===== config.mk =====
export PLATFORM = sky130hd
export DESIGN_NAME = servo_sweep_stepper_command_controller_top
export DESIGN_NICKNAME = d
export VERILOG_FILES = /design/src/rtl/ssscc_pkg.sv /design/src/rtl/ssscc_mul.sv /design/src/rtl/ssscc_outreg.sv /design/src/rtl/ssscc_core.sv /design/src/rtl/servo_sweep_stepper_command_controller_top.sv
export SDC_FILE = /design/constraint.sdc
export NUM_CORES = 1
export LEC_CHECK = 0
export BUFFER_PORTS_ARGS = -buffer_cell sky130_fd_sc_hd__clkbuf_2
export CAP_MARGIN = 30
export CORE_MARGIN = 4
export CORE_UTILIZATION = 45
export CTS_BUF_LIST = sky130_fd_sc_hd__clkbuf_8
export CTS_CLUSTER_SIZE = 28
export DETAILED_ROUTE_END_ITERATION = 10
export SKIP_LAST_GASP = 1
export SYNTH_ARGS = -nofsm -noshare
export SYNTH_HDL_FRONTEND = slang
export SYNTH_SLANG_ARGS = --single-unit
export TNS_END_PERCENT = 20

===== constraint.sdc =====
create_clock -name clk -period 9 [get_ports clk]
set_clock_uncertainty 0.1 [all_clocks]
set_input_delay 1.8 -clock clk [delete_from_list [all_inputs] [get_ports clk]]
set_output_delay 1.8 -clock clk [all_outputs]
set_load 0.005 [all_outputs]

===== src/rtl/ssscc_pkg.sv =====
// shared types, codes and constants of the servo sweep and stepper controller
package ssscc_pkg;

	// event codes on the input channel
	localparam logic [1:0] OP_BYTE  = 2'd0;
	localparam logic [1:0] OP_SERVO = 2'd1;
	localparam logic [1:0] OP_STEP  = 2'd2;

	// result kinds
	localparam logic [1:0] KIND_POS   = 2'd0;
	localparam logic [1:0] KIND_SPEED = 2'd1;
	localparam logic [1:0] KIND_COILS = 2'd2;

	// command framing and command keys
	localparam logic [7:0] CMD_END     = 8'hE0;
	localparam logic [7:0] CMD_POT     = 8'h50;
	localparam logic [7:0] CMD_HOLD    = 8'h53;
	localparam logic [7:0] CMD_SWEEP   = 8'h41;
	localparam logic [7:0] CMD_MOTOR   = 8'h4D;
	localparam logic [7:0] CMD_FORWARD = 8'h44;
	localparam logic [7:0] CMD_REVERSE = 8'h49;
	localparam logic [7:0] CMD_CANCEL  = 8'h43;

	// sweep phases
	localparam logic [1:0] PH_RESET = 2'd0;
	localparam logic [1:0] PH_OPEN  = 2'd1;
	localparam logic [1:0] PH_PAUSE = 2'd2;
	localparam logic [1:0] PH_CLOSE = 2'd3;

	// angle in twentieths of a degree
	localparam logic [10:0] FULL_ANGLE = 11'd1800;
	localparam logic [7:0]  MAX_DEG    = 8'd90;
	localparam logic [12:0] STEP_MAX   = 13'd8191;

	// reciprocal constants: deg = (a/4)*205 >> 10, pulse = 5a*14564 >> 17
	localparam int          MUL_B_W     = 14;
	localparam logic [13:0] DEG_RECIP   = 14'd205;
	localparam int          DEG_SHIFT   = 10;
	localparam logic [13:0] PULSE_RECIP = 14'd14564;
	localparam int          PULSE_SHIFT = 17;
	localparam logic [10:0] PULSE_BASE  = 11'd1000;

	typedef struct packed {
		logic [1:0]  kind;
		logic [7:0]  value;
		logic [10:0] pulse_us;
		logic [3:0]  coils;
		logic        last;
	} res_t;

	// two-coil full-step pattern, bit0 first coil
	function automatic logic [3:0] coil_pattern(input logic [1:0] ph);
		logic [3:0] c;
		case (ph)
			2'd0:    c = 4'h3;
			2'd1:    c = 4'h6;
			2'd2:    c = 4'hC;
			default: c = 4'h9;
		endcase
		return c;
	endfunction

endpackage


===== src/rtl/ssscc_mul.sv =====
// shared multiplier with registered product
module ssscc_mul #(
	parameter int A_W = 23,
	parameter int B_W = 14
) (
	input  logic               clk,
	input  logic [A_W-1:0]     a,
	input  logic [B_W-1:0]     b,
	output logic [A_W+B_W-1:0] p
);

	logic [A_W+B_W-1:0] p_q;

	always_ff @(posedge clk) begin
		p_q <= (A_W+B_W)'(a) * (A_W+B_W)'(b);
	end

	assign p = p_q;

endmodule


===== src/rtl/ssscc_outreg.sv =====
// output register of the result channel
module ssscc_outreg (
	input  logic              clk,
	input  logic              arst_n,
	input  logic              load,
	input  ssscc_pkg::res_t   d,
	output logic              free,
	output logic              out_valid,
	input  logic              out_stall,
	output logic [1:0]        kind,
	output logic [7:0]        value,
	output logic [10:0]       pulse_us,
	output logic [3:0]        coils,
	output logic              last
);

	logic            valid_q;
	ssscc_pkg::res_t res_q;

	assign free = !valid_q || !out_stall;

	always_ff @(posedge clk or negedge arst_n) begin
		if (!arst_n) begin
			valid_q <= 1'b0;
		end else if (load) begin
			valid_q <= 1'b1;
		end else if (!out_stall) begin
			valid_q <= 1'b0;
		end
	end

	always_ff @(posedge clk) begin
		if (load) begin
			res_q <= d;
		end
	end

	assign out_valid = valid_q;
	assign kind      = res_q.kind;
	assign value     = res_q.value;
	assign pulse_us  = res_q.pulse_us;
	assign coils     = res_q.coils;
	assign last      = res_q.last;

endmodule


===== src/rtl/ssscc_core.sv =====
// command decode, servo and stepper state, and the step sequencer
module ssscc_core #(
	parameter int ADC_BITS = 12,
	parameter int A_W      = ADC_BITS + 11
) (
	input  logic                            clk,
	input  logic                            arst_n,
	input  logic                            in_valid,
	output logic                            in_stall,
	input  logic [1:0]                      op,
	input  logic [7:0]                      rx_byte,
	input  logic [11:0]                     pot_sample,
	output logic [A_W-1:0]                  mul_a,
	output logic [ssscc_pkg::MUL_B_W-1:0]   mul_b,
	input  logic [A_W+ssscc_pkg::MUL_B_W-1:0] mul_p,
	input  logic                            out_free,
	output logic                            out_load,
	output ssscc_pkg::res_t                 out_res
);

	localparam int BW       = ssscc_pkg::MUL_B_W;
	localparam int SAMPLE_W = (ADC_BITS > 12) ? ADC_BITS : 12;
	localparam longint FULL = (longint'(1) << ADC_BITS) - 1;
	// floor(2^A_W / FULL): at most one short, fixed by one compare
	localparam longint POT_M = (longint'(1) << A_W) / FULL;

	typedef enum logic [10:0] {
		ST_IDLE     = 11'b000_0000_0001,
		ST_DISPATCH = 11'b000_0000_0010,
		ST_POT_MUL1 = 11'b000_0000_0100,
		ST_POT_MUL2 = 11'b000_0000_1000,
		ST_POT_FIX  = 11'b000_0001_0000,
		ST_SWEEP    = 11'b000_0010_0000,
		ST_SW_SET   = 11'b000_0100_0000,
		ST_REP_DEG  = 11'b000_1000_0000,
		ST_REP_PUL  = 11'b001_0000_0000,
		ST_REP_FIN  = 11'b010_0000_0000,
		ST_EMIT     = 11'b100_0000_0000
	} state_t;

	state_t          state_q;
	logic [23:0]     window_q;
	logic            pot_q, hold_q, sweep_q;
	logic [1:0]      phase_q;
	logic [10:0]     angle_q;
	logic [12:0]     step_q;
	logic [7:0]      pause_q, speed_q, motor_q;
	logic            rev_q, run_q;
	logic [1:0]      coil_q;
	logic            pend_pot_q, pend_hold_q, pend_sweep_q;
	logic [ADC_BITS-1:0] sample_q;
	logic [A_W-1:0]  x_q;
	logic [7:0]      deg_q;
	ssscc_pkg::res_t res_q;

	logic                accept;
	logic [SAMPLE_W-1:0] sample_w;
	logic [7:0]          b0, b1, b2, hold_deg;
	logic [1:0]          coil_nx;
	logic [10:0]         q0, pot_angle, pulse;
	logic [A_W-1:0]      rem;
	logic [20:0]         d;
	logic                sweep_reports, last_pos;
	logic [12:0]         step_inc;

	assign accept   = in_valid && (state_q == ST_IDLE);
	assign in_stall = (state_q != ST_IDLE);
	assign sample_w = SAMPLE_W'(pot_sample);
	assign b0       = window_q[23:16];
	assign b1       = window_q[15:8];
	assign b2       = window_q[7:0];
	assign hold_deg = (b1 > ssscc_pkg::MAX_DEG) ? ssscc_pkg::MAX_DEG : b1;
	assign coil_nx  = rev_q ? coil_q - 2'd1 : coil_q + 2'd1;

	// pot scaling correction: remainder against full scale
	assign q0  = mul_p[A_W +: 11];
	assign rem = x_q - ((A_W'(q0) << ADC_BITS) - A_W'(q0));
	assign pot_angle = (rem >= A_W'(FULL)) ? q0 + 11'd1 : q0;

	assign d        = mul_p[20:0];
	assign pulse    = ssscc_pkg::PULSE_BASE + mul_p[ssscc_pkg::PULSE_SHIFT +: 11];
	assign step_inc = (step_q != ssscc_pkg::STEP_MAX) ? step_q + 13'd1 : step_q;

	// whether a pending sweep step will itself report
	assign sweep_reports = ((phase_q == ssscc_pkg::PH_OPEN) && (angle_q < ssscc_pkg::FULL_ANGLE))
		|| (((phase_q == ssscc_pkg::PH_RESET) || (phase_q == ssscc_pkg::PH_CLOSE))
			&& (angle_q != 11'd0));
	assign last_pos = !pend_hold_q && !(pend_sweep_q && sweep_reports);

	// shared multiplier operands
	always_comb begin
		mul_a = A_W'(step_q);
		mul_b = BW'(speed_q);
		case (state_q)
			ST_POT_MUL1: begin
				mul_a = A_W'(sample_q);
				mul_b = BW'(ssscc_pkg::FULL_ANGLE);
			end
			ST_POT_MUL2: begin
				mul_a = mul_p[A_W-1:0];
				mul_b = BW'(POT_M);
			end
			ST_REP_DEG: begin
				mul_a = A_W'(angle_q[10:2]);
				mul_b = ssscc_pkg::DEG_RECIP;
			end
			ST_REP_PUL: begin
				mul_a = A_W'({angle_q, 2'b00}) + A_W'(angle_q);
				mul_b = ssscc_pkg::PULSE_RECIP;
			end
			default: begin
				mul_a = A_W'(step_q);
				mul_b = BW'(speed_q);
			end
		endcase
	end

	assign out_load = (state_q == ST_EMIT) && out_free;
	assign out_res  = res_q;

	always_ff @(posedge clk or negedge arst_n) begin
		if (!arst_n) begin
			state_q      <= ST_IDLE;
			window_q     <= '0;
			pot_q        <= 1'b0;
			hold_q       <= 1'b0;
			sweep_q      <= 1'b0;
			phase_q      <= ssscc_pkg::PH_RESET;
			angle_q      <= '0;
			step_q       <= '0;
			pause_q      <= '0;
			speed_q      <= '0;
			motor_q      <= '0;
			rev_q        <= 1'b0;
			run_q        <= 1'b0;
			coil_q       <= 2'd0;
			pend_pot_q   <= 1'b0;
			pend_hold_q  <= 1'b0;
			pend_sweep_q <= 1'b0;
		end else begin
			case (state_q)
				ST_IDLE: begin
					if (accept) begin
						case (op)
							ssscc_pkg::OP_BYTE: begin
								window_q <= {window_q[15:0], rx_byte};
								if (rx_byte == ssscc_pkg::CMD_END) begin
									case (b0)
										ssscc_pkg::CMD_POT: begin
											hold_q <= 1'b0;
											pot_q  <= 1'b1;
										end
										ssscc_pkg::CMD_HOLD: begin
											pot_q   <= 1'b0;
											hold_q  <= 1'b1;
											angle_q <= {hold_deg[6:0], 4'b0000}
												+ {2'b00, hold_deg[6:0], 2'b00};
										end
										ssscc_pkg::CMD_SWEEP: begin
											hold_q  <= 1'b0;
											pot_q   <= 1'b0;
											sweep_q <= 1'b1;
											pause_q <= b1;
											speed_q <= b2;
											phase_q <= ssscc_pkg::PH_RESET;
										end
										ssscc_pkg::CMD_MOTOR: begin
											motor_q <= b1;
											run_q   <= (b1 != 8'd0);
											res_q   <= '{kind: ssscc_pkg::KIND_SPEED,
												value: b1, pulse_us: 11'd0,
												coils: 4'd0, last: 1'b1};
											state_q <= ST_EMIT;
										end
										ssscc_pkg::CMD_FORWARD: rev_q <= 1'b0;
										ssscc_pkg::CMD_REVERSE: rev_q <= 1'b1;
										ssscc_pkg::CMD_CANCEL: begin
											pot_q   <= 1'b0;
											hold_q  <= 1'b0;
											sweep_q <= 1'b0;
											run_q   <= 1'b0;
										end
										default: ;
									endcase
								end
							end
							ssscc_pkg::OP_SERVO: begin
								sample_q     <= sample_w[ADC_BITS-1:0];
								pend_pot_q   <= pot_q;
								pend_hold_q  <= hold_q;
								pend_sweep_q <= sweep_q;
								state_q      <= ST_DISPATCH;
							end
							ssscc_pkg::OP_STEP: begin
								if (run_q) begin
									coil_q  <= coil_nx;
									res_q   <= '{kind: ssscc_pkg::KIND_COILS,
										value: 8'd0, pulse_us: 11'd0,
										coils: ssscc_pkg::coil_pattern(coil_nx),
										last: 1'b1};
									state_q <= ST_EMIT;
								end
							end
							default: ;
						endcase
					end
				end
				ST_DISPATCH: begin
					if (pend_pot_q) begin
						pend_pot_q <= 1'b0;
						state_q    <= ST_POT_MUL1;
					end else if (pend_hold_q) begin
						pend_hold_q <= 1'b0;
						state_q     <= ST_REP_DEG;
					end else if (pend_sweep_q) begin
						pend_sweep_q <= 1'b0;
						state_q      <= ST_SWEEP;
					end else begin
						state_q <= ST_IDLE;
					end
				end
				ST_POT_MUL1: state_q <= ST_POT_MUL2;
				ST_POT_MUL2: begin
					x_q     <= mul_p[A_W-1:0];
					state_q <= ST_POT_FIX;
				end
				ST_POT_FIX: begin
					angle_q <= pot_angle;
					state_q <= ST_REP_DEG;
				end
				ST_SWEEP: begin
					case (phase_q)
						ssscc_pkg::PH_RESET: begin
							if (angle_q == 11'd0) begin
								step_q  <= '0;
								phase_q <= ssscc_pkg::PH_OPEN;
								state_q <= ST_DISPATCH;
							end else begin
								angle_q <= '0;
								state_q <= ST_REP_DEG;
							end
						end
						ssscc_pkg::PH_OPEN: begin
							if (angle_q < ssscc_pkg::FULL_ANGLE) begin
								state_q <= ST_SW_SET;
							end else begin
								phase_q <= ssscc_pkg::PH_PAUSE;
								step_q  <= {1'b0, pause_q, 4'b0000}
									+ {3'b000, pause_q, 2'b00};
								state_q <= ST_DISPATCH;
							end
						end
						ssscc_pkg::PH_PAUSE: begin
							if (step_q == 13'd0) begin
								phase_q <= ssscc_pkg::PH_CLOSE;
							end else begin
								step_q <= step_q - 13'd1;
							end
							state_q <= ST_DISPATCH;
						end
						default: begin
							if (angle_q != 11'd0) begin
								state_q <= ST_SW_SET;
							end else begin
								phase_q <= ssscc_pkg::PH_RESET;
								sweep_q <= 1'b0;
								state_q <= ST_DISPATCH;
							end
						end
					endcase
				end
				ST_SW_SET: begin
					if (phase_q == ssscc_pkg::PH_OPEN) begin
						angle_q <= (d > 21'(ssscc_pkg::FULL_ANGLE))
							? ssscc_pkg::FULL_ANGLE : d[10:0];
					end else begin
						angle_q <= (d >= 21'(ssscc_pkg::FULL_ANGLE))
							? 11'd0 : ssscc_pkg::FULL_ANGLE - d[10:0];
					end
					step_q  <= step_inc;
					state_q <= ST_REP_DEG;
				end
				ST_REP_DEG: state_q <= ST_REP_PUL;
				ST_REP_PUL: begin
					deg_q   <= mul_p[ssscc_pkg::DEG_SHIFT +: 8];
					state_q <= ST_REP_FIN;
				end
				ST_REP_FIN: begin
					res_q   <= '{kind: ssscc_pkg::KIND_POS, value: deg_q,
						pulse_us: pulse, coils: 4'd0, last: last_pos};
					state_q <= ST_EMIT;
				end
				ST_EMIT: begin
					if (out_free) begin
						state_q <= ST_DISPATCH;
					end
				end
				default: state_q <= ST_IDLE;
			endcase
		end
	end

`ifndef NO_ASSERTIONS
	a_angle_range: assert property (@(posedge clk) disable iff (!arst_n)
		angle_q <= ssscc_pkg::FULL_ANGLE)
		else $error("servo angle beyond full travel");

	a_modes_exclusive: assert property (@(posedge clk) disable iff (!arst_n)
		!(pot_q && hold_q))
		else $error("pot and hold mode both on");

	a_emit_waits: assert property (@(posedge clk) disable iff (!arst_n)
		(state_q == ST_EMIT && !out_free) |=> (state_q == ST_EMIT))
		else $error("result dropped while output busy");

	a_step_emits: assert property (@(posedge clk) disable iff (!arst_n)
		(accept && op == ssscc_pkg::OP_STEP && run_q)
		|=> (state_q == ST_EMIT && res_q.kind == ssscc_pkg::KIND_COILS))
		else $error("stepper tick gave no coil beat");
`endif

endmodule


===== src/rtl/servo_sweep_stepper_command_controller_top.sv =====
// top level of the servo sweep and stepper command controller
//
// input channel (in_valid / in_stall): one beat per event; op selects a
// received serial byte, a 50 ms servo tick or a stepper tick. rx_byte is
// used on a byte, pot_sample on a servo tick in pot mode.
// result channel (out_valid / out_stall): kind, value, pulse_us, coils and
// last; last marks the final beat caused by one input beat.
// timing: in_stall is low only while the sequencer is idle. a command byte
// or stepper tick with a result passes decode, emit and dispatch; one
// without a result is taken in decode alone. a servo tick passes decode and
// dispatch, then for each position report the degree and pulse products, a
// finishing step, an emit and a return to dispatch, plus two products and a
// correction for pot scaling and a sweep step and set for each sweep step.
// the sequencer feeds all these products through the shared multiplier.
// a finished beat waits in the output register; the next input beat is
// taken meanwhile, and the sequencer holds in its emit step only when a
// second beat is ready before the first has gone.
// reset (arst_n low) clears all modes, the byte window, the sweep, the
// angle and the motor; the coil drive restarts at phase one.
module servo_sweep_stepper_command_controller_top #(
	parameter int ADC_BITS = 12
) (
	input  logic        clk,
	input  logic        arst_n,
	input  logic        in_valid,
	output logic        in_stall,
	input  logic [1:0]  op,
	input  logic [7:0]  rx_byte,
	input  logic [11:0] pot_sample,
	output logic        out_valid,
	input  logic        out_stall,
	output logic [1:0]  kind,
	output logic [7:0]  value,
	output logic [10:0] pulse_us,
	output logic [3:0]  coils,
	output logic        last
);

	// multiplier operand a holds the pot product sample*1800
	localparam int A_W = ADC_BITS + 11;
	localparam int B_W = ssscc_pkg::MUL_B_W;

	logic [A_W-1:0]     mul_a;
	logic [B_W-1:0]     mul_b;
	logic [A_W+B_W-1:0] mul_p;
	logic               out_free;
	logic               out_load;
	ssscc_pkg::res_t    out_res;

	// sequencer with command decode and all servo and stepper state
	ssscc_core #(
		.ADC_BITS (ADC_BITS),
		.A_W      (A_W)
	) u_core (
		.clk        (clk),
		.arst_n     (arst_n),
		.in_valid   (in_valid),
		.in_stall   (in_stall),
		.op         (op),
		.rx_byte    (rx_byte),
		.pot_sample (pot_sample),
		.mul_a      (mul_a),
		.mul_b      (mul_b),
		.mul_p      (mul_p),
		.out_free   (out_free),
		.out_load   (out_load),
		.out_res    (out_res)
	);

	// the one multiplier, shared by pot scaling, sweep steps and reports
	ssscc_mul #(
		.A_W (A_W),
		.B_W (B_W)
	) u_mul (
		.clk (clk),
		.a   (mul_a),
		.b   (mul_b),
		.p   (mul_p)
	);

	// result beat register, parts the sequencer from the receiver
	ssscc_outreg u_outreg (
		.clk       (clk),
		.arst_n    (arst_n),
		.load      (out_load),
		.d         (out_res),
		.free      (out_free),
		.out_valid (out_valid),
		.out_stall (out_stall),
		.kind      (kind),
		.value     (value),
		.pulse_us  (pulse_us),
		.coils     (coils),
		.last      (last)
	);

endmodule


==> run summary <==
The worst hold path passes through 0 cells. The highest clock rate was 0.116 GHz. On the critical path, the stage with the largest delay is an instance of fa_1. The run gives 217 as the number of clock sinks. Measured along the x axis, the die boundary spans 226 µm. The run gives 59.2 mm as the sum of routed wire length over all layers. Yosys printed 0 warnings. For this design the ratio of total power to cell area is 248 nW/µm².

The count of filler cells inserted in the layout was 4,454; the height of the die was 226 µm. Yosys mapped a number of flops with a built-in enable equal to 95. The number of buffers inserted by hold repair at cts was 0; the number of global-route vias before repair was 17,300. The area overhead of the layout relative to synthesis is 11.6%, and the post-route fraction of the period consumed by the critical path is 95.8%. In this run the cell area of the synthesized design comes to 21,300 µm². The worst register-to-register path has a setup slack of 0.38 ns.

The H-tree generated during clock tree synthesis spans 2 levels. Leaving out fill and tap cells, the most frequent cells in the layout are inv_1 (367), fa_1 (246), nand2_1 (201), ha_1 (163), nor2_1 (137). Delay of the slowest cell on the worst path: 0.55 ns. Registers take 5740 µm². The run gives 54 as the count of pins on the block boundary. The TritonCTS buffer count is 39. The number of port buffers is 53.

The floorplan has 79 rows. Data arrives at the worst endpoint at 8.98 ns. The top cell type by area accounts for 23.1% of the synthesized area. Most common flop cell mapped by yosys: edfxtp_1. Entering global routing, the biggest net connects 66 pins. The share of the Yosys chip area taken by registers is 26.9%. Measured against its own limit, the worst slew margin works out to 36.3%.

The critical path is of the flip-flop to flip-flop type. Once the floorplan was initialized, standard cells occupied 45.6% of the core. Counting cells, the worst reg-to-reg path comes to 32. After global routing the overflow that remains totals 0. Post-synthesis async set-or-reset flop share: 40.6%.

The number of pins exceeding their max-slew limit in the final report was 0. The net count of the finished layout was 2,849; the post-route non-filler standard cell count was 3,054. The first global-routing pass estimated 94.8 mm of wire. The overall track demand over capacity in global routing is 23.6%, and the average instance area after synthesis is 9.65 µm².

Along the worst path, the maximum fanout reaches 5. The later pin in the worst-skew pair is clocked with a latency of 0.59 ns. The run finished with clean final reports. The worst path in the final design needs a cycle of 8.62 ns, including I/O delays and setup. Setup violations remaining at the end of the flow were counted as 0. The logs give 0.106 ns for the placement-stage worst setup slack and 85 for the distinct cell type count of the synthesized netlist. In the synthesized netlist, the number of instances is 2,210.

The tree is rooted in a clkbuf_8. The core region is 46,800 µm². The count of routing violations after the opening detailed-route iteration came out at 1,370.

Counting tap cells, the placed design contains a total of 2,975 instances. The sink of the worst hold path is u_outreg.pulse_us[4]. The worst hold path belongs to the class flip-flop to flip-flop. In the final routed layout, each cell accounts on average for 19.4 µm.

The run gives 51,000 µm² as the overall die area. The beginning of the worst hold path is u_core.out_res[9]. The DRC violation count after routing was 0; the detailed placement HPWL was 48.0 mm. The first detailed-routing pass took 7 iterations.

The worst reg2reg path startpoint is u_core.angle_q[3]. At the pin with the least slew margin, the transition time is 0.951 ns. Summed over all cells, the static leakage comes to 11.5 nW. In the final timing run, aggregate negative setup slack is 0 ns.

The tools report the number of antenna violations at the first check in global routing as 1. The most repeated library cell on the critical path was fa_1. Worst setup margin: 0.379 ns. The kind of end point of the critical path is a flip-flop. Of the cells placed in the final design, the portion with a size suffix greater than 1 is 9.37%.

In this run the remaining antenna-violating nets after routing total 0. By area the synthesized netlist is led by fa_1 (23%), edfxtp_1 (13%), dfrtp_1 (10%). TritonCTS built the clock tree.

Number of max-capacitance violations reported: 0. After layout, the design draws a total of 0.00591 W. The library cell used most frequently in the layout, excluding fill and tap cells, is inv_1. Via total after detailed routing: 16,800.

Endpoint of the worst-slack reg-to-reg timing path: u_mul.p[33]. The worst endpoint required time was 9.36 ns; the clock edge transition at the registers on the reported setup and hold paths was 0.07 ns. The multi-input logic area was 14,600 µm²; the number of hold-slack violations in the final timing report was 0. Routability-driven placement finished with a final weighted congestion of 0.960. The largest total area in the synthesized netlist belongs to fa_1. IR analysis of the VDD net gives a maximum drop of 0.000260 V. The tools report the launching element type of the critical path as a flip-flop. Synthesis inferred 217 register bits. The mean number of vias per cell is 5.49, and the maximum count of clock buffers along a single path is 3.
==> stage by stage <==
step	hold slack, ns	instance area [µm²]	util [%]
2_1_floorplan	0.300	21800	-
3_3_place_gp	0.302	22900	48.9
3_5_place_dp	0.305	22900	49.0
4_1_cts	0.319	23700	50.7
5_1_grt	0.323	23800	50.9
6_report	0.317	23800	50.9
==> cells in the mapped netlist (37+ instances only) <==
| cell type | n |
|---|---|
| mux2_2 | 41 |
| fa_1 | 246 |
| ha_1 | 163 |
| nand2_1 | 202 |
| a21o_1 | 40 |
| a21oi_1 | 117 |
| nand3_1 | 45 |
| clkbuf_1 | 37 |
| inv_1 | 353 |
| o21ai_0 | 89 |
| xnor2_1 | 56 |
| dfrtp_1 | 87 |
| edfxtp_1 | 95 |
| nor2_1 | 137 |
==> per-layer routing <==
metal | vias up | part of all wire [%] | track usage, %
li1 | 7736 | - | -
met1 | 8321 | 44 | 33.5
met2 | 594 | 47 | 38.0
met3 | 113 | 6.5 | 3.56
met4 | 0 | 2.8 | 6.64
met5 | - | 0 | 0
==> where the power goes <==
group / internal [W] / switching, W
registers: 0.00120 / 0.000215
logic: 0.00149 / 0.00207
clock network: 0.000491 / 0.000438
total: 0.00319 / 0.00272
==> sequential cells by signal, summed over array words and instances, names as in the netlist, 8 cells and up <==
name               count
u_core.x_q            23
u_mul.p               34
u_core.out_res        26
u_outreg.pulse_us     11
u_core.step_q         13
u_outreg.value         8
u_core.angle_q        11
u_core.speed_q         8
u_core.window_q       24
u_core.state_q        11
u_core.sample_q       12
u_core.deg_q           8
u_core.pause_q         8
==> repair_timing <==
action / in CTS / in global routing
resized for setup: 0 / 17
setup endpoints to repair: 0 / 11
setup buffers: 0 / 3
==> cell families (layout without fill, tap and decap cells) <==
group | Yosys count | after routing | synth area share [%]
AO/OA/AOI/OAI | 407 | 407 | 12.1
XOR/XNOR | 84 | 84 | 3.45
adder cells (fa/ha/maj) | 409 | 409 | 32.6
buffers and inverters | 411 | 526 | 7.37
flip-flops | 217 | 217 | 26.9
multiplexers | 52 | 52 | 2.68
other | 2 | 124 | 0.0352
AND/OR/NAND/NOR | 628 | 628 | 14.8
==> final cells by class <==
type,instances,area share (%)
Inverter,356,5.61
Multi-Input combinational cell,1702,61.1
Clock inverter,27,0.678
Antenna cell,2,0.0210
Timing Repair Buffer,98,2.72
Clock buffer,45,2.60
Tap cell,607,3.19
Sequential cell,217,24.1
==> how the worst max path moves through the flow <==
stage | start | to | cells after the start
floorplan | u_core.angle_q[2] | u_mul.p[33] | 32
global placement | u_core.state_q[7] | u_mul.p[30] | 30
detailed placement | u_core.angle_q[2] | u_mul.p[33] | 32
CTS | u_core.angle_q[2] | u_mul.p[33] | 32
global route | u_core.state_q[7] | u_mul.p[33] | 32
finish | u_core.angle_q[3] | u_mul.p[33] | 32
==> critical path: cells and delay by family, from the launching register on <==
family	cells	cell delay, ns
xor+xnor	2	0.38
flops	1	0.49
compound gates	16	3.02
buf+inv	4	0.24
simple gates	2	0.50
fa+ha+maj	8	3.77
Note: power is estimated with default switching activity, not from simulation.
